**config.mk**
```make
export PLATFORM = sky130hd
export DESIGN_NAME = division_magic_number_gen_unit
export DESIGN_NICKNAME = d
export VERILOG_FILES = /design/src/sv/dmng_pkg.sv /design/src/sv/division_magic_number_gen_unit.sv
export SDC_FILE = /design/constraint.sdc
export NUM_CORES = 1
export LEC_CHECK = 0
export BUFFER_PORTS_ARGS = -buffer_cell sky130_fd_sc_hd__buf_4
export CAP_MARGIN = 15
export CORE_ASPECT_RATIO = 1.75
export CORE_UTILIZATION = 38
export DETAILED_ROUTE_END_ITERATION = 7
export PLACE_DENSITY = 0.6
export SLEW_MARGIN = 40
export SYNTH_ARGS = -nofsm -noshare
export SYNTH_HDL_FRONTEND = slang
export SYNTH_SLANG_ARGS = --single-unit
```
**constraint.sdc**
```tcl
create_clock -name i_clk -period 5 [get_ports i_clk]
set_input_delay 1 -clock i_clk [delete_from_list [all_inputs] [get_ports i_clk]]
set_output_delay 1 -clock i_clk [all_outputs]
set_load 0.005 [all_outputs]
```
**src/sv/dmng_pkg.sv**
```systemverilog
// Shared constants and types for the division magic-number generator.
package dmng_pkg;

    localparam int WORD_BITS  = 32;
    localparam int DIV_BITS   = WORD_BITS - 1;
    localparam int SHIFT_BITS = $clog2(WORD_BITS);
    localparam int CNT_BITS   = $clog2(WORD_BITS);

    localparam logic [CNT_BITS-1:0] LAST_STEP = CNT_BITS'(WORD_BITS - 1);

    typedef logic [DIV_BITS-1:0]   t_divisor;
    typedef logic [WORD_BITS-1:0]  t_word;
    typedef logic [SHIFT_BITS-1:0] t_shift;
    typedef logic [CNT_BITS-1:0]   t_count;

    typedef enum logic [3:0] {
        ST_IDLE = 4'b0001,
        ST_PREP = 4'b0010,
        ST_DIV  = 4'b0100,
        ST_FIN  = 4'b1000
    } t_state;

endpackage

```
**src/sv/division_magic_number_gen_unit.sv**
```systemverilog
// Division magic-number generator: multiplier and shift for divide-by-constant.
//
// Input channel: i_in_valid / o_in_stall carry one divisor request on
// i_divisor. A request is taken at a clock edge with i_in_valid high and
// o_in_stall low. o_in_stall is high while a divisor is being worked on.
// Output channel: o_out_valid / i_out_stall carry o_multiplier,
// o_extra_shift and o_divisor_zero from an output register.
// Order of work: a setup state, ST_PREP (leading-one search, power-of-two
// test), a shared restoring-divide step (shift, compare, subtract) in
// ST_DIV, repeated once per quotient bit for 32 bits, and ST_FIN, which
// rounds and loads the output register. Zero and one skip the divide. No
// new divisor is taken until the previous result is in the output register.
// A new request is taken while a finished result still sits in the output
// register; if that register is full and stalled when the next result is
// ready, the block holds the result until the register drains.
// Reset (i_rst_n low, synchronous) returns to idle and empties the output.
// A zero divisor raises o_divisor_zero with zero coefficients.
module division_magic_number_gen_unit (
    input  logic               i_clk,
    input  logic               i_rst_n,
    input  logic               i_in_valid,
    output logic               o_in_stall,
    input  dmng_pkg::t_divisor i_divisor,
    output logic               o_out_valid,
    input  logic               i_out_stall,
    output dmng_pkg::t_word    o_multiplier,
    output dmng_pkg::t_shift   o_extra_shift,
    output logic               o_divisor_zero
);
    import dmng_pkg::*;

    t_state   r_state, n_state;
    t_divisor r_div,   n_div;
    t_word    r_rem,   n_rem;
    t_word    r_quot,  n_quot;
    t_count   r_cnt,   n_cnt;
    t_shift   r_sh,    n_sh;
    logic     r_zero,  n_zero;

    logic     r_out_valid, n_out_valid;
    t_word    r_mult,      n_mult;
    t_shift   r_oshift,    n_oshift;
    logic     r_ozero,     n_ozero;

    t_shift   top_idx;
    logic     is_pow2;
    t_shift   prep_sh;
    t_word    rem_dbl;
    t_word    rem_sub;
    logic     rem_ge;
    logic     out_free;

    // leading-one position of the held divisor
    always_comb begin
        top_idx = '0;
        for (int i = 0; i < DIV_BITS; i++) begin
            if (r_div[i]) top_idx = SHIFT_BITS'(i);
        end
    end

    assign is_pow2 = ((r_div & (r_div - t_divisor'(1))) == '0);
    // shift = ceil(log2 d) - 1
    assign prep_sh = is_pow2 ? (top_idx - t_shift'(1)) : top_idx;

    // shared divide step
    assign rem_dbl = {r_rem[WORD_BITS-2:0], 1'b0};
    assign rem_ge  = (rem_dbl >= {1'b0, r_div});
    assign rem_sub = rem_dbl - {1'b0, r_div};

    assign out_free = !r_out_valid || !i_out_stall;

    always_comb begin
        n_state     = r_state;
        n_div       = r_div;
        n_rem       = r_rem;
        n_quot      = r_quot;
        n_cnt       = r_cnt;
        n_sh        = r_sh;
        n_zero      = r_zero;
        n_out_valid = r_out_valid && i_out_stall;
        n_mult      = r_mult;
        n_oshift    = r_oshift;
        n_ozero     = r_ozero;

        case (r_state)
            ST_IDLE: begin
                if (i_in_valid) begin
                    n_div   = i_divisor;
                    n_state = ST_PREP;
                end
            end
            ST_PREP: begin
                n_cnt = '0;
                if (r_div[DIV_BITS-1:1] == '0) begin
                    // zero or one: no coefficients
                    n_zero  = !r_div[0];
                    n_sh    = '0;
                    n_quot  = '0;
                    n_rem   = '0;
                    n_state = ST_FIN;
                end else begin
                    // partial remainder 2^(k-1) < d, then 32 quotient bits
                    n_zero  = 1'b0;
                    n_sh    = prep_sh;
                    n_quot  = '0;
                    n_rem   = t_word'(1) << prep_sh;
                    n_state = ST_DIV;
                end
            end
            ST_DIV: begin
                n_rem  = rem_ge ? rem_sub : rem_dbl;
                n_quot = {r_quot[WORD_BITS-2:0], rem_ge};
                n_cnt  = r_cnt + t_count'(1);
                if (r_cnt == LAST_STEP) n_state = ST_FIN;
            end
            ST_FIN: begin
                if (out_free) begin
                    // round up when the division left a remainder
                    n_mult      = r_quot + t_word'(r_rem != '0);
                    n_oshift    = r_sh;
                    n_ozero     = r_zero;
                    n_out_valid = 1'b1;
                    n_state     = ST_IDLE;
                end
            end
            default: n_state = ST_IDLE;
        endcase
    end

    always_ff @(posedge i_clk) begin
        if (!i_rst_n) begin
            r_state     <= ST_IDLE;
            r_out_valid <= 1'b0;
        end else begin
            r_state     <= n_state;
            r_out_valid <= n_out_valid;
        end
    end

    always_ff @(posedge i_clk) begin
        r_div    <= n_div;
        r_rem    <= n_rem;
        r_quot   <= n_quot;
        r_cnt    <= n_cnt;
        r_sh     <= n_sh;
        r_zero   <= n_zero;
        r_mult   <= n_mult;
        r_oshift <= n_oshift;
        r_ozero  <= n_ozero;
    end

    assign o_in_stall     = (r_state != ST_IDLE);
    assign o_out_valid    = r_out_valid;
    assign o_multiplier   = r_mult;
    assign o_extra_shift  = r_oshift;
    assign o_divisor_zero = r_ozero;

endmodule

```
[Word-level counts from Yosys, hierarchy flattened]
Cells that the tools add are included.
Operators by class
  $add $sub $neg: 5
  $mul: 0
  div/mod/pow operators: 0
  order comparisons: 1
  equality and inequality tests: 9
  shift-type cells: 1
  muxes and demuxes: 43
  bitwise logic cells: 1
  reduce and logical (&&, ||, !) cells: 12
Operator list (count)
  2-to-1 mux 5 bit: 30
  one-hot mux 32 bit (2 select lines): 2
  2-to-1 mux 32 bit: 2
  adder 32 x 1 -> 32 bit: 1
  greater-or-equal comparator 32 x 31 -> 1 bit: 1
  nonzero test 32 bit: 1
  left shift 1 x 5 -> 32 bit, first input constant: 1
  subtractor 32 x 31 -> 32 bit: 1
  bitwise AND 31 bit: 1
  logical NOT 31 bit: 1
  subtractor 31 x 1 -> 31 bit, second input constant: 1
  logical NOT 30 bit: 1
  2-to-1 mux 4 bit: 4
  one-hot mux 4 bit (4 select lines): 1
  one-hot mux 5 bit (2 select lines): 1
  != test 2 bit, second input constant: 3
  adder 5 x 1 -> 5 bit, second input constant: 1
  == test 5 bit, second input constant: 1
  subtractor 5 x 1 -> 5 bit, second input constant: 1
  == test 4 x 1 -> 1 bit, second input constant: 1
  == test 4 x 2 -> 1 bit, second input constant: 1
  == test 4 x 3 -> 1 bit, second input constant: 1
  == test 4 bit, second input constant: 1
  != test 4 x 1 -> 1 bit, second input constant: 1
  7 further kinds: 12
Word-level totals
  register bits after elaboration: 149
  bits in latches: 0
  memory bits (writable): 0
  memory bits (read-only): 0
  output and inout bits: 40
  logic and storage cells: 83
  memories kept: 0

[Depth between registers and ports, before layout]
  depth after elaboration: 35
  depth in mapped cells: 13
  depth with buffers taken out: 13

[Worst setup path after synthesis]
OpenSTA, ideal clock, no wires.
  path type: register to register
  start: register r_div[1]
  end: register r_rem[29] (data pin)
  setup time: 0.279 ns
  arrival time: 3.184 ns
  data required time: 4.721 ns
  setup slack: 1.537 ns
  stages on the path, launching flop included: 12
  buffers on the path: 0
  clock period less this slack: 3.463 ns
  cell sequence: edfxtp_1 > nor2b_1 > o2111ai_1 > a31o_2 > a31oi_1 > o41ai_2 > ha_1 > and3_1 > mux2_2 > and3_1 > o21ai_1 > o22ai_1
On the way
  word-level cells in the longest chain between the ends: 35
  elaborated cells between the ends (all ways): 42
Ends and longest elaborated chain
  start: declaration: line division_magic_number_gen_unit.sv:33  | t_divisor r_div, n_div;
  start signal: assignment: line division_magic_number_gen_unit.sv:141  | r_div <= n_div;
  2-to-1 mux 1 bit: line division_magic_number_gen_unit.sv:57  | if (r_div[i]) top_idx = SHIFT_BITS'(i);
  2-to-1 mux 5 bit (29 in a row): line division_magic_number_gen_unit.sv:57
  subtractor 5 x 1 -> 5 bit: line division_magic_number_gen_unit.sv:63  | assign prep_sh = is_pow2 ? (top_idx - t_shift'(1)) : top_idx;
  2-to-1 mux 5 bit: line division_magic_number_gen_unit.sv:63
  left shift 1 x 5 -> 32 bit: line division_magic_number_gen_unit.sv:106  | n_rem = t_word'(1) << prep_sh;
  2-to-1 mux 32 bit: line division_magic_number_gen_unit.sv:94  | if (r_div[DIV_BITS-1:1] == '0) begin
  one-hot mux 32 bit (2 select lines) *: line division_magic_number_gen_unit.sv:85  | case (r_state)
  net n_rem[29]: line division_magic_number_gen_unit.sv:34  | t_word r_rem, n_rem;
  end signal: assignment: line division_magic_number_gen_unit.sv:142  | r_rem <= n_rem;
  end: declaration: line division_magic_number_gen_unit.sv:34
Mark *: on every way through the listed nets, which the timed path passes. The rest lies on a longest branch.
A chain may end at the register's enable or synchronous reset.

[Worst setup path in the final report]
  start: register r_div[1]
  end: register r_rem[7] (data pin)
The elaborated chain is that of the path after synthesis.

==> run metrics <==
status=finished, final reports clean; initial antenna violation count=0; pre-CTS setup slack=0.831 ns; Post-Synthesis Cells=818; Layout area overhead=18.7%; CP startpoint=r_div[1]$_DFFE_PP_; hold_buf cts=0; Synth Area per Inst=10.8 µm²; Fmax=0.237 GHz; Setup-failing EPs final=0; startpoint types=register; area occupied by registers=4420 µm²; Reg2Reg Launch Point=r_div[1]$_DFFE_PP_; DRC Markers=0; R2R depth=10; GRT overflow=0; DP Area=9860 µm²; Post-synth EDFFs=144; Routed Antenna Nets=0; actual slew at the worst max-slew pin=0.639 ns; first-pass GRT wire length=34,100 µm; final core occ=46.0%; max-cap violations=0; Hold Slack=0.412 ns; Num CTS Buffers=17; setup bufs post-CTS=0; Req. time, crit path=5.16 ns; chip width=117 µm; count leader, synth=edfxtp_1; final instance area=10,500 µm²; vias=6,739; vias in the first global route=6,780; antenna cells=0; Finished Layout Cells=1,223; Worst Clk Skew=0.00646 ns; Netlist cell types=76; type of the worst setup path=reg -> reg; CTS sink cnt=149; routability cong.=0.974; largest net degree at the start of global routing=39; H-tree levels=4; root buf cell=clkbuf_16; Top-Level Pins=75; Synth Cell Area=8850 µm²; worst min path class=reg -> reg; Leak Pwr=3.92 nW; synth top area cells=edfxtp_1 49%, ha_1 5.1%, xnor2_1 4.2%; final setup TNS=0 ns; Gates resized, CTS repair=0; headroom to the max-slew limit=57.0%; Clock transition at path regs=0.06 ns; Top FF cell, synth=edfxtp_1; synth cell count leaders=144 x edfxtp_1, 61 x nor2_1, 53 x inv_1; Pre-Repair DR Iteration Count=5; Synth async-reset ratio=0%; footprint of the multi-input gates=4190 µm²; nets@finish=982; Die H=204 µm; Routed wire per std cell=17.4 µm; critical path peak fanout=11; DRT iter0 DRCs=333; R2R Setup Slk=0.79 ns; Final Hold Fails=0; Die Footprint=23,900 µm²; final period utilization=84.3%; syn_nets=890; drt total wl=21,300 µm; CTS max path bufs=2; Worst-Skew Late Latency=0.43 ns; fin worst setup slack=0.786 ns; Final Slew Violations=0; R2R Path End=r_rem[7]$_DFFE_PP_; top-area cell type share of the netlist area=48.8%; worst vdd rail ir drop=0.290 mV; CP arrival=4.38 ns; Fillers=2,208; Total GRT Usage=18.5%; pwr dens=486 nW/µm²; register area share after synthesis=50.0%; CP Capture Type=register; std cell rows=73; register bit total from synthesis=149; end of the critical path=r_rem[7]$_DFFE_PP_; share of cells above drive strength 1=15.9%; CTS tree=yes; via/cell ratio=5.51; Synth area leader=edfxtp_1; hold_sp=r_sh[4]$_SDFFCE_PN0P_; Period minus WS final=4.21 ns; post-DP HPWL=16,700 µm; placed insts=1,191; IO Port Bufs=74; effective utilization at floorplan=38.8%; Ys Warns=0; Core Footprint=22,800 µm²; overall power=5.11 mW; RSZ-0062 raised after global routing=no
[placed cells by master, fill, tap and decap left out, types with 7 or more instances in the layout]
| master | netlist | routed |
|---|---|---|
| mux2i_1 | 22 | 22 |
| o211ai_1 | 8 | 8 |
| or3_1 | 8 | 8 |
| o22ai_1 | 14 | 14 |
| nand2_1 | 43 | 42 |
| clkbuf_16 | 0 | 17 |
| inv_1 | 53 | 53 |
| xnor2_1 | 42 | 42 |
| o32ai_1 | 13 | 13 |
| o21ai_1 | 7 | 7 |
| a211oi_1 | 7 | 7 |
| edfxtp_1 | 144 | 144 |
| and3_1 | 12 | 12 |
| a21o_1 | 9 | 9 |
| o21ai_0 | 30 | 30 |
| nor4_1 | 17 | 17 |
| a31oi_1 | 7 | 7 |
| nand4_1 | 13 | 13 |
| and2_1 | 36 | 36 |
| nor2b_1 | 7 | 7 |
| xor2_1 | 18 | 18 |
| nand2b_1 | 8 | 8 |
| o31ai_1 | 7 | 7 |
| ha_1 | 36 | 36 |
| nor3_1 | 17 | 17 |
| a21oi_1 | 39 | 37 |
| nand3_1 | 30 | 30 |
| nor2_1 | 61 | 60 |
| buf_4 | 2 | 90 |
[per-layer routing]
layer	vias to the layer above	part of all wire, %	routed length (µm)	GRT usage [%]
met5	-	0	0	0
met4	0	5.3	1130	13.1
met3	50	3.0	641	2.54
met2	168	55	11700	35.5
met1	3200	37	7830	18.0
li1	3321	-	-	-
[state kept, by name, indices dropped and copies added, names as in the netlist]
signal          cells
r_quot             32
o_multiplier       32
r_sh                5
r_div              31
r_zero              1
o_divisor_zero      1
r_rem              32
o_out_valid         1
r_cnt               5
r_state             4
o_extra_shift       5
[area by class of cell]
type	count	area share [%]
Sequential cell	149	42.1
Clock inverter	12	1.67
Inverter	53	1.89
Timing Repair Buffer	90	6.43
Multi-Input combinational cell	599	39.9
Clock buffer	20	4.44
Tap cell	300	3.57
[power by group]
part	switching, mW	internal [mW]
clock network	0.497	0.873
registers	0.211	1.66
logic	1.13	0.742
[how the worst min path moves through the flow]
stage	end	slack, ns	depth (start not counted)
2_1_floorplan	o_divisor_zero$_DFFE_PP_	0.40	0
3_3_place_gp	o_extra_shift[2]$_DFFE_PP_	0.40	0
3_5_place_dp	o_extra_shift[4]$_DFFE_PP_	0.40	0
4_1_cts	o_extra_shift[4]$_DFFE_PP_	0.42	0
5_1_grt	o_extra_shift[1]$_DFFE_PP_	0.42	0
6_report	o_extra_shift[4]$_DFFE_PP_	0.41	0
[kinds of logic (layout without fill, tap and decap cells)]
logic type	count (synthesis)	in the layout	share of synthesized area, %
compound gates	189	189	14.6
xor+xnor	60	60	5.94
fa+ha+maj	42	42	5.88
buf+inv	70	175	3.14
flops	149	149	50.0
mux	24	24	2.74
simple gates	284	284	17.7
[worst max-delay path, cell delays in order (launching register included)]
cell      delay [ns]
edfxtp_1        0.51
nor4_4          0.37
and4_1          0.42
nand2_2         0.11
a2111o_1        0.42
a2111o_1        0.42
nor4_4          0.55
buf_4           0.28
mux2_2          0.36
o21ai_1         0.31
o22ai_1         0.17
No activity file was read; power rests on OpenSTA's default activity.
